**src/sv/telnet_option_negotiator_unit_defines.svh**
```systemverilog
// Assertion macros for the telnet option negotiator.
// They expect clk and rst in the scope where they are used.
`ifndef TELNET_OPTION_NEGOTIATOR_UNIT_DEFINES_SVH
`define TELNET_OPTION_NEGOTIATOR_UNIT_DEFINES_SVH

// Same-cycle implication.
`define TON_ASSERT_NOW(label, pre, post) \
  label: assert property (@(posedge clk) disable iff (rst) (pre) |-> (post)) \
    else $error("telnet negotiator check failed");

// Next-cycle implication.
`define TON_ASSERT_NEXT(label, pre, post) \
  label: assert property (@(posedge clk) disable iff (rst) (pre) |=> (post)) \
    else $error("telnet negotiator check failed");

`endif

```
**src/sv/ton_pkg.sv**
```systemverilog
package ton_pkg;

  localparam logic [7:0] B_IAC  = 8'd255;
  localparam logic [7:0] B_DONT = 8'd254;
  localparam logic [7:0] B_DO   = 8'd253;
  localparam logic [7:0] B_WONT = 8'd252;
  localparam logic [7:0] B_WILL = 8'd251;
  localparam logic [7:0] B_SB   = 8'd250;
  localparam logic [7:0] B_SE   = 8'd240;

  localparam logic [7:0] OPT_ECHO  = 8'd1;
  localparam logic [7:0] OPT_SGA   = 8'd3;
  localparam logic [7:0] OPT_TTYPE = 8'd24;
  localparam logic [7:0] OPT_NAWS  = 8'd31;

  // Held verb codes (verb minus WILL).
  localparam logic [1:0] VERB_WILL = 2'd0;
  localparam logic [1:0] VERB_WONT = 2'd1;
  localparam logic [1:0] VERB_DO   = 2'd2;
  localparam logic [1:0] VERB_DONT = 2'd3;

  // Command queue sizing.
  localparam int QDEPTH = 4;
  localparam int QPTR_W = $clog2(QDEPTH);
  localparam int QCNT_W = $clog2(QDEPTH + 1);

  // Byte index within one output run (longest run is 20 bytes).
  localparam int IDX_W = 5;

  typedef enum logic [2:0] {
    MODE_DATA   = 3'd0,
    MODE_IAC    = 3'd1,
    MODE_VERB   = 3'd2,
    MODE_SBOPT  = 3'd3,
    MODE_SBBODY = 3'd4,
    MODE_SBIAC  = 3'd5
  } mode_t;

  typedef enum logic [1:0] {
    CMD_DATA  = 2'd0,
    CMD_REPLY = 2'd1,
    CMD_TTYPE = 2'd2,
    CMD_NAWS  = 2'd3
  } cmd_kind_t;

  // One queued command; opt also carries the data byte of CMD_DATA.
  typedef struct packed {
    cmd_kind_t   kind;
    logic [7:0]  ans;
    logic [7:0]  opt;
    logic [15:0] cols;
    logic [15:0] rows;
  } cmd_t;

  function automatic logic [IDX_W-1:0] cmd_last_idx(input cmd_kind_t kind);
    logic [IDX_W-1:0] n;
    unique case (kind)
      CMD_DATA:  n = IDX_W'(0);
      CMD_REPLY: n = IDX_W'(2);
      CMD_TTYPE: n = IDX_W'(19);
      CMD_NAWS:  n = IDX_W'(8);
      default:   n = IDX_W'(0);
    endcase
    return n;
  endfunction

  // IAC SB TTYPE IS "xterm-256color" IAC SE
  function automatic logic [7:0] ttype_byte(input logic [IDX_W-1:0] idx);
    logic [7:0] b;
    unique case (idx)
      IDX_W'(0):  b = B_IAC;
      IDX_W'(1):  b = B_SB;
      IDX_W'(2):  b = OPT_TTYPE;
      IDX_W'(3):  b = 8'h00;
      IDX_W'(4):  b = 8'h78;
      IDX_W'(5):  b = 8'h74;
      IDX_W'(6):  b = 8'h65;
      IDX_W'(7):  b = 8'h72;
      IDX_W'(8):  b = 8'h6d;
      IDX_W'(9):  b = 8'h2d;
      IDX_W'(10): b = 8'h32;
      IDX_W'(11): b = 8'h35;
      IDX_W'(12): b = 8'h36;
      IDX_W'(13): b = 8'h63;
      IDX_W'(14): b = 8'h6f;
      IDX_W'(15): b = 8'h6c;
      IDX_W'(16): b = 8'h6f;
      IDX_W'(17): b = 8'h72;
      IDX_W'(18): b = B_IAC;
      IDX_W'(19): b = B_SE;
      default:    b = 8'h00;
    endcase
    return b;
  endfunction

  function automatic logic [7:0] naws_byte(input cmd_t c, input logic [IDX_W-1:0] idx);
    logic [7:0] b;
    unique case (idx)
      IDX_W'(0): b = B_IAC;
      IDX_W'(1): b = B_SB;
      IDX_W'(2): b = OPT_NAWS;
      IDX_W'(3): b = c.cols[15:8];
      IDX_W'(4): b = c.cols[7:0];
      IDX_W'(5): b = c.rows[15:8];
      IDX_W'(6): b = c.rows[7:0];
      IDX_W'(7): b = B_IAC;
      IDX_W'(8): b = B_SE;
      default:   b = 8'h00;
    endcase
    return b;
  endfunction

  function automatic logic [7:0] cmd_byte(input cmd_t c, input logic [IDX_W-1:0] idx);
    logic [7:0] b;
    unique case (c.kind)
      CMD_DATA:  b = c.opt;
      CMD_REPLY: begin
        if (idx == IDX_W'(0)) b = B_IAC;
        else if (idx == IDX_W'(1)) b = c.ans;
        else b = c.opt;
      end
      CMD_TTYPE: b = ttype_byte(idx);
      CMD_NAWS:  b = naws_byte(c, idx);
      default:   b = c.opt;
    endcase
    return b;
  endfunction

endpackage

```
**src/sv/ton_intf.sv**
```systemverilog
interface ton_in_if;
  logic        valid;
  logic        ready;
  logic        opcode;
  logic [7:0]  rx_byte;
  logic [15:0] cols;
  logic [15:0] rows;

  modport source(output valid, opcode, rx_byte, cols, rows, input ready);
  modport sink(input valid, opcode, rx_byte, cols, rows, output ready);
endinterface

interface ton_out_if;
  logic       valid;
  logic       ready;
  logic       to_host;
  logic [7:0] out_byte;
  logic       last;

  modport source(output valid, to_host, out_byte, last, input ready);
  modport sink(input valid, to_host, out_byte, last, output ready);
endinterface

```
**src/sv/ton_front.sv**
```systemverilog
module ton_front
  import ton_pkg::*;
(
  input  logic       clk,
  input  logic       rst,
  ton_in_if.sink     in_ch,
  input  logic       q_full,
  output logic       push,
  output cmd_t       push_cmd,
  output mode_t      mode
);

  mode_t      mode_next;
  logic [1:0] verb, verb_next;
  logic [7:0] sub_opt, sub_opt_next;
  logic       accept;
  logic       want;
  logic [7:0] b;
  logic [7:0] ans;

  assign in_ch.ready = !q_full;
  assign accept      = in_ch.valid && in_ch.ready;
  assign b           = in_ch.rx_byte;

  // Next parse state.
  always_comb begin
    mode_next    = mode;
    verb_next    = verb;
    sub_opt_next = sub_opt;
    if (!in_ch.opcode) begin
      unique case (mode)
        MODE_IAC: begin
          if (b == B_IAC) begin
            mode_next = MODE_DATA;
          end else if (b >= B_WILL && b <= B_DONT) begin
            verb_next = 2'(b - B_WILL);
            mode_next = MODE_VERB;
          end else begin
            mode_next = (b == B_SB) ? MODE_SBOPT : MODE_DATA;
          end
        end
        MODE_VERB: mode_next = MODE_DATA;
        MODE_SBOPT: begin
          sub_opt_next = b;
          mode_next    = MODE_SBBODY;
        end
        MODE_SBBODY: begin
          if (b == B_IAC) mode_next = MODE_SBIAC;
        end
        MODE_SBIAC: begin
          if (b == B_SE) mode_next = MODE_DATA;
          else if (b != B_IAC) mode_next = MODE_SBBODY;
        end
        default: mode_next = (b == B_IAC) ? MODE_IAC : MODE_DATA;
      endcase
    end
  end

  // Reply policy.
  always_comb begin
    unique case (verb)
      VERB_DO:   ans = (b == OPT_NAWS || b == OPT_TTYPE) ? B_WILL : B_WONT;
      VERB_DONT: ans = B_WONT;
      VERB_WILL: ans = (b == OPT_ECHO || b == OPT_SGA) ? B_DO : B_DONT;
      default:   ans = B_DONT;
    endcase
  end

  // Command for the back end.
  always_comb begin
    want          = 1'b0;
    push_cmd.kind = CMD_DATA;
    push_cmd.ans  = ans;
    push_cmd.opt  = b;
    push_cmd.cols = in_ch.cols;
    push_cmd.rows = in_ch.rows;
    if (in_ch.opcode) begin
      want          = 1'b1;
      push_cmd.kind = CMD_NAWS;
    end else begin
      unique case (mode)
        MODE_IAC: want = (b == B_IAC);
        MODE_VERB: begin
          want          = 1'b1;
          push_cmd.kind = CMD_REPLY;
        end
        MODE_SBOPT, MODE_SBBODY: want = 1'b0;
        MODE_SBIAC: begin
          want          = (b == B_SE) && (sub_opt == OPT_TTYPE);
          push_cmd.kind = CMD_TTYPE;
        end
        default: want = (b != B_IAC);
      endcase
    end
  end

  assign push = accept && want;

  always_ff @(posedge clk) begin
    if (rst) begin
      mode    <= MODE_DATA;
      verb    <= VERB_WILL;
      sub_opt <= 8'd0;
    end else if (accept) begin
      mode    <= mode_next;
      verb    <= verb_next;
      sub_opt <= sub_opt_next;
    end
  end

endmodule

```
**src/sv/ton_queue.sv**
```systemverilog
module ton_queue
  import ton_pkg::*;
(
  input  logic              clk,
  input  logic              rst,
  input  logic              push,
  input  cmd_t              push_cmd,
  input  logic              pop,
  output cmd_t              head,
  output logic              empty,
  output logic              full,
  output logic [QCNT_W-1:0] count
);

  cmd_t              slots [QDEPTH];
  logic [QPTR_W-1:0] wr_ptr;
  logic [QPTR_W-1:0] rd_ptr;

  assign empty = (count == QCNT_W'(0));
  assign full  = (count == QCNT_W'(QDEPTH));
  assign head  = slots[rd_ptr];

  always_ff @(posedge clk) begin
    if (push) slots[wr_ptr] <= push_cmd;
  end

  always_ff @(posedge clk) begin
    if (rst) begin
      wr_ptr <= '0;
      rd_ptr <= '0;
      count  <= '0;
    end else begin
      if (push) wr_ptr <= wr_ptr + QPTR_W'(1);
      if (pop) rd_ptr <= rd_ptr + QPTR_W'(1);
      unique case ({push, pop})
        2'b10:   count <= count + QCNT_W'(1);
        2'b01:   count <= count - QCNT_W'(1);
        default: count <= count;
      endcase
    end
  end

endmodule

```
**src/sv/ton_back.sv**
```systemverilog
module ton_back
  import ton_pkg::*;
(
  input  logic             clk,
  input  logic             rst,
  input  cmd_t             head,
  input  logic             q_empty,
  output logic             pop,
  output logic [IDX_W-1:0] idx,
  ton_out_if.source        out_ch
);

  logic             ovalid;
  logic             ohost;
  logic [7:0]       obyte;
  logic             olast;
  logic             load;
  logic             emit;
  logic             is_last;

  assign load    = !ovalid || out_ch.ready;
  assign emit    = !q_empty && load;
  assign is_last = (idx == cmd_last_idx(head.kind));
  assign pop     = emit && is_last;

  assign out_ch.valid    = ovalid;
  assign out_ch.to_host  = ohost;
  assign out_ch.out_byte = obyte;
  assign out_ch.last     = olast;

  always_ff @(posedge clk) begin
    if (rst) begin
      ovalid <= 1'b0;
      idx    <= '0;
    end else if (emit) begin
      ovalid <= 1'b1;
      idx    <= is_last ? '0 : idx + IDX_W'(1);
    end else if (out_ch.ready) begin
      ovalid <= 1'b0;
    end
  end

  always_ff @(posedge clk) begin
    if (emit) begin
      ohost <= (head.kind != CMD_DATA);
      obyte <= cmd_byte(head, idx);
      olast <= is_last;
    end
  end

endmodule

```
**src/sv/telnet_option_negotiator_unit.sv**
```systemverilog
// Telnet option negotiator, receive side. Each input item is either one
// byte from the host (opcode 0) or a window resize request (opcode 1).
// Plain data bytes and an escaped IAC IAC leave on the output with to_host
// low; telnet commands are stripped. DO/DONT/WILL/WONT get a three-byte
// answer, a terminal-type subnegotiation gets the twenty-byte
// "xterm-256color" answer after its IAC SE, and a resize sends the nine-byte
// NAWS frame; all of these leave with to_host high, and last marks the final
// byte of each run. Parse state carries across items. The command queue
// holds four pending runs, and the output side drains one byte per cycle
// while the output accepts bytes. Input stalls only while the queue is full.
`include "telnet_option_negotiator_unit_defines.svh"

module telnet_option_negotiator_unit
  import ton_pkg::*;
(
  input  logic      clk,
  input  logic      rst,
  ton_in_if.sink    in_ch,
  ton_out_if.source out_ch
);

  logic              push;
  cmd_t              push_cmd;
  cmd_t              head;
  logic              pop;
  logic              q_empty;
  logic              q_full;
  logic [QCNT_W-1:0] q_count;
  logic [IDX_W-1:0]  idx;
  mode_t             mode;

  // Front end: parse received bytes, classify into runs to send.
  ton_front u_front (
    .clk      (clk),
    .rst      (rst),
    .in_ch    (in_ch),
    .q_full   (q_full),
    .push     (push),
    .push_cmd (push_cmd),
    .mode     (mode)
  );

  // Hold pending runs between the two sides.
  ton_queue u_queue (
    .clk      (clk),
    .rst      (rst),
    .push     (push),
    .push_cmd (push_cmd),
    .pop      (pop),
    .head     (head),
    .empty    (q_empty),
    .full     (q_full),
    .count    (q_count)
  );

  // Back end: expand the head run into bytes, one per cycle while the output accepts them.
  ton_back u_back (
    .clk     (clk),
    .rst     (rst),
    .head    (head),
    .q_empty (q_empty),
    .pop     (pop),
    .idx     (idx),
    .out_ch  (out_ch)
  );

  // Terminal-side bytes are always single-byte runs.
  `TON_ASSERT_NOW(a_data_is_last, out_ch.valid && !out_ch.to_host, out_ch.last)
  // A run in progress always has its command still queued.
  `TON_ASSERT_NOW(a_idx_has_cmd, idx != '0, !q_empty)
  // A resize never disturbs the parse state.
  `TON_ASSERT_NEXT(a_resize_keeps_mode, in_ch.valid && in_ch.ready && in_ch.opcode,
    mode == $past(mode))
  // Queue never overfills.
  `TON_ASSERT_NOW(a_queue_bound, push, q_count != QCNT_W'(QDEPTH) || pop)

endmodule
```
**src/flat_wrapper.sv**
```systemverilog
// flat-port wrapper written by rule: the top's interface ports become plain ports
module telnet_option_negotiator_unit_flat import ton_pkg::*;
  (clk, rst, in_ch_valid, in_ch_opcode, in_ch_rx_byte, in_ch_cols, in_ch_rows, in_ch_ready, out_ch_valid, out_ch_to_host, out_ch_out_byte, out_ch_last, out_ch_ready);
  ton_in_if in_ch_i ();
  ton_out_if out_ch_i ();
  input  logic clk;
  input  logic rst;
  input wire logic [$bits(in_ch_i.valid)-1:0] in_ch_valid;
  input wire logic [$bits(in_ch_i.opcode)-1:0] in_ch_opcode;
  input wire logic [$bits(in_ch_i.rx_byte)-1:0] in_ch_rx_byte;
  input wire logic [$bits(in_ch_i.cols)-1:0] in_ch_cols;
  input wire logic [$bits(in_ch_i.rows)-1:0] in_ch_rows;
  output wire logic [$bits(in_ch_i.ready)-1:0] in_ch_ready;
  output wire logic [$bits(out_ch_i.valid)-1:0] out_ch_valid;
  output wire logic [$bits(out_ch_i.to_host)-1:0] out_ch_to_host;
  output wire logic [$bits(out_ch_i.out_byte)-1:0] out_ch_out_byte;
  output wire logic [$bits(out_ch_i.last)-1:0] out_ch_last;
  input wire logic [$bits(out_ch_i.ready)-1:0] out_ch_ready;
  assign in_ch_i.valid = in_ch_valid;
  assign in_ch_i.opcode = in_ch_opcode;
  assign in_ch_i.rx_byte = in_ch_rx_byte;
  assign in_ch_i.cols = in_ch_cols;
  assign in_ch_i.rows = in_ch_rows;
  assign in_ch_ready = in_ch_i.ready;
  assign out_ch_valid = out_ch_i.valid;
  assign out_ch_to_host = out_ch_i.to_host;
  assign out_ch_out_byte = out_ch_i.out_byte;
  assign out_ch_last = out_ch_i.last;
  assign out_ch_i.ready = out_ch_ready;
  telnet_option_negotiator_unit u_core (.clk(clk), .rst(rst), .in_ch(in_ch_i), .out_ch(out_ch_i));
endmodule
```
**config.mk**
```make
export PLATFORM = sky130hd
export DESIGN_NAME = telnet_option_negotiator_unit_flat
export DESIGN_NICKNAME = d
export VERILOG_FILES = /design/src/sv/ton_pkg.sv /design/src/sv/ton_intf.sv /design/src/sv/ton_front.sv /design/src/sv/ton_queue.sv /design/src/sv/ton_back.sv /design/src/sv/telnet_option_negotiator_unit.sv /design/src/flat_wrapper.sv
export VERILOG_INCLUDE_DIRS = /design/src /design/src/sv
export SDC_FILE = /design/constraint.sdc
export NUM_CORES = 1
export LEC_CHECK = 0
export BUFFER_PORTS_ARGS = -buffer_cell sky130_fd_sc_hd__buf_2
export CAP_MARGIN = 30
export CORE_MARGIN = 2
export CORE_UTILIZATION = 61
export CTS_CLUSTER_DIAMETER = 60
export DETAILED_ROUTE_END_ITERATION = 10
export PLACE_DENSITY = 0.8
export SLEW_MARGIN = 20
export SYNTH_ARGS = -nofsm -noshare
export SYNTH_HDL_FRONTEND = slang
export SYNTH_SLANG_ARGS = --single-unit
export TNS_END_PERCENT = 5
```
**constraint.sdc**
```tcl
create_clock -name clk -period 6.2 [get_ports clk]
set_clock_uncertainty 0.15 [all_clocks]
set_input_delay 1.24 -clock clk [delete_from_list [all_inputs] [get_ports clk]]
set_output_delay 1.24 -clock clk [all_outputs]
set_load 0.05 [all_outputs]
```
* After elaboration in Yosys (flattened, before gate mapping)
Memory sizes are Yosys's and may differ from the RTL's. A register that Yosys moved wholly into a read port is not among the register bits.
Index checks and enable logic that the tools add are counted.
** Word-level totals
- Register bits after elaboration :: 36
- RAM bits :: 180
- Memory bits (read-only) :: 256
- Input bits :: 45
- Output and inout port bits :: 12
- Memories :: 2
** Memory list
- (name not given) :: depth 32, bits a word 8, rd ports 1, clocked after Yosys merged registers in 1, wr ports 0, RTL line ton_pkg.sv:70 : unique case (idx)
- u_core.u_queue.slots :: depth 4, bits a word 45, rd ports 1, clocked after Yosys merged registers in 1, wr ports 1, RTL line ton_queue.sv:15 : cmd_t slots [QDEPTH];
** Operators by class
- $add $sub $neg :: 6
- $lt $le $gt $ge :: 2
- Eq/ne operators :: 33
- Muxes and demuxes :: 30
- Bitwise operators :: 2
- Reduce and logical (&&, ||, !) cells :: 24
** Operators with widths (number)
- $pmux 8 s8 :: 1
- $pmux 8 s4 :: 1
- $eq 8x5->1 const B :: 3
- $eq 8x8->1 const B :: 3
- $eq 5x3->1 const B :: 4
- $pmux 5 s4 :: 1
- $mux 8 :: 2
- $mux 5 :: 3
- $pmux 3 s5 :: 1
- $mux 2 :: 7
- $mux 3 :: 4
- $eq 2x2->1 const B :: 5
- $eq 5x2->1 const B :: 2
- $eq 3x3->1 const B :: 3
- $pmux 3 s3 :: 1
- $eq 8x1->1 const B :: 1
- $eq 8x2->1 const B :: 1
- $ge 8x8->1 const B :: 1
- $le 8x8->1 const B :: 1
- $ne 8x8->1 const B :: 1
- $eq 3x2->1 const B :: 2
- $logic_and 1x1->1 :: 6
- $mux 1 :: 6
- $pmux 3 s2 :: 1
- other kinds (25) :: 36

* Logic depth before layout (Yosys ltp)
Gate-level depths: netlist (run 1).
- Depth in word-level cells :: 7
- Gate-level depth with buffers :: 17

* Modules after synthesis
Synthesis (run 1) repeated with hierarchy kept, for this count alone.
** Unflattened totals
- Cells, all modules :: 729
- Area total of the unflattened synthesis :: 11245.8 µm²
** By module, submodules not included
- ton_queue :: times used 1, cells each 309, area an instance 7706.1 µm², seq. area each 6185.9 µm²
- ton_back :: times used 1, cells each 260, area an instance 2239.6 µm², seq. area each 580.6 µm²
- ton_front :: times used 1, cells each 160, area an instance 1300.0 µm², seq. area each 260.2 µm²

* Least setup slack after synthesis (run 1)
No wires, ideal clock.
- Kind :: reg-to-reg
- Start :: register (tool-made name)
- End :: register (tool-made name)
- Library setup time :: 0.060 ns
- Arrival time :: 4.124 ns
- Required time :: 5.990 ns
- Slack :: 1.866 ns
- Cell stages (with the launch flop) :: 17
- Path through :: dfxtp_1 -> buf_2 -> buf_2 -> mux4_2 -> ha_1 -> buf_2 -> and3_4 -> o211ai_2 -> nor3_2 -> or3_4 -> nor2_1 -> inv_1 -> ha_1 -> nor2b_1 -> a21oi_1 -> a2111oi_0 -> a221o_1

==> reports/metrics.yaml, run 1 <==
die_h_um: 131
overflow: 0
die_area_um2: 17100
yosysUniqueCellTypes: 69
max_freq_mhz: 212
yosys.area.top_type: "edfxtp_1"
status: "finished, final reports clean"
min_to: "u_core.u_front.sub_opt[3]$_SDFFE_PP0P_"
cts_max_level: 1
cp.required_ps: 6500
syn_area_per_cell_um2: 15.5
multiInputGateArea_um2: 3150
cts_sinks: 226
utilization: 0.701
cts_resized: 0
final-seq-area_um2: 6430
cp_max_fo: 16
syn_nets: 707
worstSetupPathType: "reg2reg"
routedWlPerCell_um: 22.2
p_per_area_nw_per_um2: 424
wl_um: 20600
synth_top_family_by_area: "multiplexers"
clk_latency_ps: 520
worst_setup_path_start_kind: "flip-flop"
drv_slew: 0
cellLeakagePower_nw: 3.74
fin_crit_sh: 0.761
nFillCells: 1029
synthArstFlopShare: 0
rsz0062_at_grt: "no"
antenna_found_initial: 0
hold_viol_final: 0
synth_compound_area_frac: 0.0747
yosysWarnings: 0
hold_depth: 2
peakVddDrop_mv: 0.327
max_cap_viol_count: 0
holdBufCountCts: 0
dp_hpwl_um: 13500
postCtsSetupBuffers: 0
synth.top_cell.area_share: 0.581
start_util: 0.620
cts_tree: "yes"
ys_seq_area_frac: 0.654
r2r_cells: 14
route.detailed.drc: 0
synth_flop_cell: "edfxtp_1"
synth-simple-area-share: 0.0821
rows: 46
tightestPinTransition_ps: 1000
min_path_type: "reg2reg"
via_per_inst: 6.35
firstDrtPassIters: 8
synth_xor_area_frac: 0.00968
clockRootBuffer: "clkbuf_16"
p_total_mw: 4.70
fin_crit_ps: 4720
cp.arrival_ps: 5020
gp_congestion: 0.860
cts.reportedPaths.clkPinSlew_ps: 60
setup_tns_ps: 0
grt_first_pass_wirelength_um: 32500
chipWidth_um: 131
port_buffers: 56
relSlewSlack: 0.332
synthAdderAreaFrac: 0.0377
drt_iter0_drc: 586
holdCritStartpoint: "u_core.u_front.sub_opt[3]$_SDFFE_PP0P_"
end_kind: "flip-flop"
setup_viol: 0
cts_buffers: 24
clk_path_buf_depth: 3
vias: 5890
synthTopCellsByArea: "edfxtp_1 (58%), mux4_2 (10%), dfxtp_1 (7.3%)"
netlist_area_um2: 9820
ant_nets: 0
whs_ps: 351
synth_edf_count: 190
grt_pass1_vias: 5923
synth_mux_area_frac: 0.116
fin_nets: 771
coreArea_um2: 15800
ios: 57
ys_ff_latch: 226
grt_max_degree: 44
syn2layout_area_growth_pct: 13.0
r2r_slack_ps: 1480
synth_cells: 633
antenna_cells: 0
grt_usage: 0.254
final_layout_size_suffix_gt1_frac: 0.243
[flip-flops by register name (all words and copies together) (netlist names), 2 cells and up, named ones only]
register / cells
u_core.u_front.sub_opt: 8
u_core.u_queue.count: 3
u_core.u_back.out_ch.out_byte: 8
u_core.u_front.mode: 3
u_core.u_front.verb: 2
u_core.u_queue.rd_ptr: 2
u_core.u_queue.slots: 180
u_core.u_queue.wr_ptr: 2
u_core.u_back.idx: 5
[area by class of cell]
type                            count  area share
Clock buffer                       28      0.0564
Sequential cell                   226       0.579
Timing Repair Buffer               64      0.0318
Multi-Input combinational cell    347       0.284
Clock inverter                     13      0.0125
Tap cell                          216      0.0244
Inverter                           34      0.0115
[worst max-delay path, stage by stage, from the launching register on]
cell	delay (ps)
dfxtp_2	680
mux4_2	620
inv_1	130
ha_1	380
nor3_2	90
o211ai_2	340
nor3_2	150
or3_4	450
nor2_1	320
inv_1	150
ha_1	320
nor2b_1	210
a31oi_1	110
a2111oi_0	400
a221o_1	160
[power breakdown]
part	switching, mW	total, mW	leakage (nW)	internal (mW)
registers	0.0975	1.97	2.02	1.88
clock network	0.565	1.37	0.374	0.808
logic	0.831	1.35	1.35	0.522
[metrics by stage]
step	cells	setup slack [ps]	instance area, um2
after floorplan	633	1870	9820
after global placement	886	1670	10300
after detailed placement	886	1520	10300
after CTS	927	1480	11100
after global routing	928	1080	11100
final	928	1480	11100
[how the worst max path moves through the flow]
| stage | slack (ps) | endpoint |
|---|---|---|
| 6_report | 1480 | flip-flop |
| 5_1_grt | 1080 | flip-flop |
| 4_1_cts | 1480 | flip-flop |
| 3_5_place_dp | 1520 | flip-flop |
| 3_3_place_gp | 1670 | flip-flop |
| 2_1_floorplan | 1870 | flip-flop |
[layout by cell type, fill, tap and decap left out, drive strengths merged, types with 6 or more instances in the layout]
master | Yosys | layout
edfxtp | 190 | 190
buf | 14 | 64
mux4 | 45 | 45
nor2 | 45 | 45
dfxtp | 36 | 36
inv | 34 | 36
ha | 28 | 28
clkbuf | 12 | 28
a21oi | 24 | 24
nand2 | 22 | 22
nand3 | 15 | 15
a22oi | 15 | 15
mux2i | 13 | 13
o21ai | 13 | 13
nor3 | 13 | 13
nor2b | 9 | 9
a221oi | 8 | 8
clkinv | 0 | 8
or3 | 7 | 7
xnor2 | 6 | 6
o211ai | 6 | 6
[Yosys cell counts (3+ instances only)]
| library cell | n |
|---|---|
| a21oi_1 | 23 |
| nand2_1 | 22 |
| nor4_1 | 4 |
| nand2b_1 | 3 |
| mux4_2 | 45 |
| o21ai_0 | 12 |
| a211oi_1 | 5 |
| mux2i_1 | 13 |
| xor2_1 | 3 |
| a21o_1 | 3 |
| nor2b_1 | 9 |
| nor4b_2 | 3 |
| nand3_1 | 15 |
| o211ai_1 | 5 |
| a221oi_1 | 8 |
| and3_1 | 4 |
| clkbuf_1 | 12 |
| nor3_2 | 3 |
| nand4_1 | 4 |
| nor2_1 | 44 |
| edfxtp_1 | 190 |
| dfxtp_1 | 36 |
| nor3_1 | 9 |
| ha_1 | 28 |
| xnor2_1 | 6 |
| buf_2 | 10 |
| a31oi_1 | 4 |
| or3_1 | 5 |
| a22oi_1 | 15 |
| o22ai_1 | 3 |
| inv_1 | 33 |
| and2_1 | 4 |
[routing by layer]
layer / wire [um] / vias to the layer above / global-route usage
met5: 0 / - / 0
met2: 10100 / 268 / 0.405
met1: 8440 / 2954 / 0.356
met4: 695 / 0 / 0.0951
met3: 1390 / 54 / 0.0460
li1: - / 2614 / -
[cells by family (layout without fill, tap and decap cells)]
family                   Yosys count  in the layout
AO/OA/AOI/OAI                    104            104
XOR/XNOR                          10             10
adder cells (fa/ha/maj)           29             29
buffers and inverters             60            139
flip-flops                       226            226
multiplexers                      58             58
AND/OR/NAND/NOR                  146            146
No activity file was read; power rests on OpenSTA's default activity.
==> run 2: changes to the inputs <==
==> constraint.sdc (replaced) <==
create_clock -name clk -period 4.5 [get_ports clk]
set_clock_uncertainty 0.15 [all_clocks]
set_input_delay 0.9 -clock clk [delete_from_list [all_inputs] [get_ports clk]]
set_output_delay 0.9 -clock clk [all_outputs]
set_load 0.05 [all_outputs]
==> run 2 against run 1 <==
Clock power rose by 40%. Largest power group unchanged. First-iteration DRC count fell by 1.2%. Wire length barely moved. Largest cell class unchanged.
==> reports/metrics.yaml, run 2 (same netlist as run 1, synthesis figures left out) <==
max_stage_delay_ps: 580  # was 680 ps
gp_congestion: 0.943  # was 0.860
clk_latency_ps: 530  # was 520 ps
cts_max_level: 1  # unchanged
ant_nets: 0  # unchanged
p_total_mw: 6.54  # was 4.70 mW
hold_viol_final: 0  # unchanged
critPathTopFamily: "compound AO/OA/AOI/OAI gates"  # was simple AND/OR/NAND/NOR gates
fin_crit_sh: 0.922  # was 0.761
setup_viol: 0  # unchanged
chipWidth_um: 131  # unchanged
die_h_um: 131  # unchanged
antenna_cells: 0  # unchanged
stdcell_count: 930  # was 928
p_per_area_nw_per_um2: 585  # was 424 nW/um2
final_layout_size_suffix_gt1_frac: 0.249  # was 0.243
critPathBufInv: 2  # unchanged
grt_max_degree: 46  # was 44
worst_setup_path_start_kind: "flip-flop"  # unchanged
path_depth: 14  # unchanged
cts_sinks: 226  # unchanged
fin_nets: 773  # was 771
max_freq_mhz: 241  # was 212 MHz
seqPwrFrac: 0.413  # was 0.420
drt_iter0_drc: 579  # was 586
cp.required_ps: 4820  # was 6500 ps
overflow: 0  # unchanged
peakVddDrop_mv: 0.396  # was 0.327 mV
syn2layout_area_growth_pct: 13.7  # was 13.0%
holdBufCountCts: 0  # unchanged
utilization: 0.705  # was 0.701
cts_tree: "yes"  # unchanged
cp_cell_sequence: "mux4_2 > inv_1 > ha_2 > nor3_2 > o211ai_2 > nor3_2 > or3_4 > nor2_2 > inv_1 > ha_1 > nor2b_1 > a21oi_1 > a2111oi_1 > a221o_1"  # was mux4_2 > inv_1 > ha_1 > nor3_2 > o211ai_2 > nor3_2 > or3_4 > nor2_1 > inv_1 > ha_1 > nor2b_1 > a31oi_1 > a2111oi_0 > a221o_1
cts_buffers: 23  # was 24
end_kind: "flip-flop"  # unchanged
vias: 5861  # was 5890
firstDrtPassIters: 5  # was 8
cp_max_fo: 10  # was 16
placed_cells: 890  # was 886
tightestPinTransition_ps: 946  # was 1000 ps
crit_path_top_delay_cell: "mux4_2"  # was dfxtp_2
antenna_found_initial: 0  # unchanged
dp_hpwl_um: 13400  # was 13500 um
largest_reg_flops: 180  # unchanged
via_per_inst: 6.30  # was 6.35
top_register: "u_core.u_queue.slots"  # unchanged
r2r_cells: 14  # unchanged
min_path_type: "reg2reg"  # unchanged
max_cap_viol_count: 0  # unchanged
route.detailed.drc: 0  # unchanged
grt_usage: 0.250  # was 0.254
start_util: 0.620  # unchanged
port_buffers: 56  # unchanged
clockPowerShare: 0.294  # was 0.292
coreArea_um2: 15800  # unchanged
r2r_slack_ps: 350  # was 1480 ps
cts_resized: 0  # unchanged
drv_slew: 0  # unchanged
worstSetupPathType: "reg2reg"  # unchanged
cellLeakagePower_nw: 3.77  # was 3.74 nW
clk_path_buf_depth: 3  # unchanged
most-common-layout-cells: "edfxtp_1 (190), buf_2 (56), mux4_2 (45), nor2_1 (43), dfxtp_1 (34)"  # was edfxtp_1 (190), buf_2 (56), mux4_2 (45), nor2_1 (44), dfxtp_1 (34)
p_sw_frac: 0.322  # was 0.318
cts.reportedPaths.clkPinSlew_ps: 70  # was 60 ps
postCtsSetupBuffers: 0  # unchanged
status: "finished, final reports clean"  # unchanged
cp.arrival_ps: 4470  # was 5020 ps
ios: 57  # unchanged
internal-power_mw: 4.43  # was 3.21 mW
whs_ps: 356  # was 351 ps
relSlewSlack: 0.368  # was 0.332
wl_um: 20700  # was 20600 um
grt_first_pass_wirelength_um: 32000  # was 32500 um
mostFrequentLayoutCell: "edfxtp_1"  # unchanged
combPwrFrac: 0.293  # was 0.288
die_area_um2: 17100  # unchanged
switching_power_mw: 2.10  # was 1.49 mW
routedWlPerCell_um: 22.2  # about the same
grt_pass1_vias: 5778  # was 5923
rsz0062_at_grt: "no"  # unchanged
clockRootBuffer: "clkbuf_16"  # unchanged
rows: 46  # unchanged
setup_tns_ps: 0  # unchanged
fin_crit_ps: 4150  # was 4720 ps
[run 2: power groups by stage]
stage	Clock, mW	Sequential [mW]	Combinational, mW
3_5_place_dp	0	2.74	1.90
5_1_grt	2.01	2.72	2.07
3_3_place_gp	0	2.72	1.85
2_1_floorplan	0	2.88	1.23
4_1_cts	1.95	2.70	1.92
6_report	1.92	2.70	1.91
[run 2: layer usage]
metal / part of all wire / track usage / vias to the layer above
met3: 0.061 / 0.0354 / 51
met2: 0.50 / 0.419 / 262
met1: 0.41 / 0.349 / 2930
met4: 0.032 / 0.0745 / 0
li1: - / - / 2618
met5: 0 / 0 / -
[run 2: final cells by class]
| type | instances | area [um2] |
|---|---|---|
| clock buffers | 27 | 612 |
| repair buffers | 67 | 413 |
| well taps | 216 | 270 |
| inverters | 34 | 128 |
| multi-input cells | 347 | 3160 |
| flip-flops and latches | 226 | 6430 |
| clock inverters | 13 | 151 |
| fillers | 1006 | 4670 |
[run 2: how the worst min path moves through the flow]
stage	start	to	slack, ps	cells past startpoint
2_1_floorplan	u_core.u_front.sub_opt[3]$_SDFFE_PP0P_	u_core.u_front.sub_opt[3]$_SDFFE_PP0P_	300	2
3_3_place_gp	u_core.u_front.sub_opt[3]$_SDFFE_PP0P_	u_core.u_front.sub_opt[3]$_SDFFE_PP0P_	320	2
3_5_place_dp	u_core.u_front.sub_opt[3]$_SDFFE_PP0P_	u_core.u_front.sub_opt[3]$_SDFFE_PP0P_	340	2
4_1_cts	u_core.u_front.sub_opt[0]$_SDFFE_PP0P_	u_core.u_front.sub_opt[0]$_SDFFE_PP0P_	360	2
5_1_grt	u_core.u_front.sub_opt[7]$_SDFFE_PP0P_	u_core.u_front.sub_opt[7]$_SDFFE_PP0P_	410	2
6_report	u_core.u_front.sub_opt[0]$_SDFFE_PP0P_	u_core.u_front.sub_opt[0]$_SDFFE_PP0P_	360	2
[run 2: stage by stage]
step                worst slack [ps]  cell area, um2
CTS                              116           11200
global route                    14.6           11200
global placement                 314           10400
floorplan                        166            9820
detailed placement               147           10400
finish                           352           11200
[run 2: worst register-to-register path, stage by stage, from the launching register on]
cell       delay (ps)
dfxtp_2           490
mux4_2            580
inv_1             130
ha_2              300
nor3_2             70
o211ai_2          330
nor3_2             90
or3_4             420
nor2_2            210
inv_1             120
ha_1              310
nor2b_1           210
a21oi_1           110
a2111oi_1         410
a221o_1           170
==> run 3: changes to the inputs <==
--- a/config.mk
+++ b/config.mk
@@ -12,7 +12,9 @@
 export CORE_UTILIZATION = 61
 export CTS_CLUSTER_DIAMETER = 60
 export DETAILED_ROUTE_END_ITERATION = 10
+export GPL_TIMING_DRIVEN = 1
 export PLACE_DENSITY = 0.8
+export REMOVE_ABC_BUFFERS = 1
 export SLEW_MARGIN = 20
 export SYNTH_ARGS = -nofsm -noshare
 export SYNTH_HDL_FRONTEND = slang
==> run 3 against run 2 <==
Count of clock-buffer cells in the layout grew 2. Largest cell class unchanged. First-iteration DRC count shrank 10%. Highest routed layer unchanged. Core utilization grew 0.19 points. Cell area grew 0.27%. Sequential share of layout area shrank 0.15 points. Wire length shrank 2.0%. Global-route usage shrank 0.11 points. Die area is the same.
==> reports/metrics.yaml, run 3 (same netlist as run 1, synthesis figures left out) <==
status: "finished, final reports clean"  # unchanged
min_path_type: "reg2reg"  # unchanged
tightestPinTransition_ps: 837  # was 946 ps
postCtsSetupBuffers: 0  # unchanged
peakVddDrop_mv: 0.386  # was 0.396 mV
clk_latency_ps: 530  # about the same
fin_crit_ps: 4060  # was 4150 ps
end_kind: "flip-flop"  # unchanged
most-common-layout-cells: "edfxtp_1 (190), buf_2 (57), mux4_2 (45), nor2_1 (44), dfxtp_1 (34)"  # was edfxtp_1 (190), buf_2 (56), mux4_2 (45), nor2_1 (43), dfxtp_1 (34)
dp_hpwl_um: 13100  # was 13400 um
grt_first_pass_wirelength_um: 32000  # about the same
vias: 5814  # was 5861
worst_setup_path_start_kind: "flip-flop"  # unchanged
setup_viol: 0  # unchanged
cp.required_ps: 4800  # was 4820 ps
max_freq_mhz: 246  # was 241 MHz
routedWlPerCell_um: 21.6  # was 22.2 um
cts.reportedPaths.clkPinSlew_ps: 60  # was 70 ps
cts_sinks: 226  # unchanged
start_util: 0.620  # unchanged
max_cap_viol_count: 0  # unchanged
cp_max_fo: 11  # was 10
cts_tree: "yes"  # unchanged
coreArea_um2: 15800  # unchanged
fin_ws_ps: 441  # was 352 ps
place_ws_ps: 515  # was 147 ps
gp_congestion: 0.909  # was 0.943
route.detailed.drc: 0  # unchanged
holdBufCountCts: 0  # unchanged
cts_max_level: 1  # unchanged
clockRootBuffer: "clkbuf_16"  # unchanged
largest_reg_flops: 180  # unchanged
max_stage_delay_ps: 550  # was 580 ps
die_h_um: 131  # unchanged
fin_crit_sh: 0.902  # was 0.922
crit_path_top_delay_cell: "mux4_2"  # unchanged
rsz0062_at_grt: "no"  # unchanged
critPathTopFamily: "simple AND/OR/NAND/NOR gates"  # was compound AO/OA/AOI/OAI gates
final_layout_size_suffix_gt1_frac: 0.243  # was 0.249
cp.arrival_ps: 4360  # was 4470 ps
r2r_slack_ps: 440  # was 350 ps
antenna_found_initial: 0  # unchanged
grt_pass1_vias: 5770  # was 5778
grt_usage: 0.249  # was 0.250
cts_resized: 0  # unchanged
cp_cell_sequence: "mux4_2 > ha_1 > xnor2_1 > o211ai_2 > nor3_2 > or3_4 > nor2_1 > inv_1 > ha_1 > nor2b_1 > a21oi_1 > a2111oi_0 > a221o_1"  # was mux4_2 > inv_1 > ha_2 > nor3_2 > o211ai_2 > nor3_2 > or3_4 > nor2_2 > inv_1 > ha_1 > nor2b_1 > a21oi_1 > a2111oi_1 > a221o_1
overflow: 0  # unchanged
worstSetupPathType: "reg2reg"  # unchanged
whs_ps: 356  # about the same
drv_slew: 0  # unchanged
hold_viol_final: 0  # unchanged
cts_buffers: 24  # was 23
firstDrtPassIters: 5  # unchanged
syn2layout_area_growth_pct: 14.0  # was 13.7%
cpMostUsedCell: "ha_1"
mostFrequentLayoutCell: "edfxtp_1"  # unchanged
chipWidth_um: 131  # unchanged
top_register: "u_core.u_queue.slots"  # unchanged
via_per_inst: 6.21  # was 6.30
critPathBufInv: 1  # was 2
p_per_area_nw_per_um2: 578  # was 585 nW/um2
cellLeakagePower_nw: 3.78  # was 3.77 nW
utilization: 0.707  # was 0.705
die_area_um2: 17100  # unchanged
grt_max_degree: 46  # unchanged
ios: 57  # unchanged
clk_path_buf_depth: 3  # unchanged
rows: 46  # unchanged
nFillCells: 985  # was 1006
fin_nets: 777  # was 773
relSlewSlack: 0.442  # was 0.368
port_buffers: 56  # unchanged
ant_nets: 0  # unchanged
wl_um: 20200  # was 20700 um
drt_iter0_drc: 519  # was 579
-- run 3: power by group --
group / switching (mW) / leakage [nW] / total [mW] / internal, mW
Clock: 0.779 / 0.372 / 1.90 / 1.12
Combinational: 1.13 / 1.39 / 1.87 / 0.742
Sequential: 0.118 / 2.02 / 2.70 / 2.59
-- run 3: metrics by stage --
step | instance area [um2] | std cells | power (mW) | TNS (ps)
after global placement | 10400 | 892 | 4.56 | 0
after floorplan | 9700 | 607 | 4.10 | -6940
final | 11200 | 936 | 6.47 | 0
after CTS | 11200 | 934 | 6.50 | 0
after global routing | 11200 | 935 | 6.77 | 0
after detailed placement | 10400 | 892 | 4.60 | 0
-- run 3: layout make-up --
| type | count | area, um2 | share of cell area |
|---|---|---|---|
| clock inverters | 13 | 141 | 0.0126 |
| inverters | 34 | 128 | 0.0114 |
| repair buffers | 70 | 433 | 0.0387 |
| multi-input cells | 347 | 3160 | 0.282 |
| well taps | 216 | 270 | 0.0241 |
| clock buffers | 29 | 629 | 0.0562 |
| flip-flops and latches | 226 | 6430 | 0.574 |
| diodes | 1 | 2.50 | 0.000224 |
-- run 3: final timing paths --
kind                                                              from  depth (start not counted)                                      to
worst max register to register                               flip-flop                         13                               flip-flop
worst min-delay path            u_core.u_front.sub_opt[3]$_SDFFE_PP0P_                          2  u_core.u_front.sub_opt[3]$_SDFFE_PP0P_
worst min register to register  u_core.u_front.sub_opt[3]$_SDFFE_PP0P_                          2  u_core.u_front.sub_opt[3]$_SDFFE_PP0P_
worst max-delay path                                         flip-flop                         13                               flip-flop
-- run 3: worst register-to-register path, delay by kind of cell, from the launching register on --
kind	cells	cell delay, ps
compound gates	4	830
simple gates	4	1030
xor+xnor	1	210
mux	1	550
fa+ha+maj	2	700
buf+inv	1	150
flops	1	390
-- run 3: routing by layer --
metal	GRT usage	wire length [um]	share of wire	vias up
met2	0.416	10200	0.51	238
met1	0.344	8250	0.41	2902
met5	0	0	0	-
met4	0.0770	582	0.029	0
li1	-	-	-	2628
met3	0.0399	1160	0.057	46
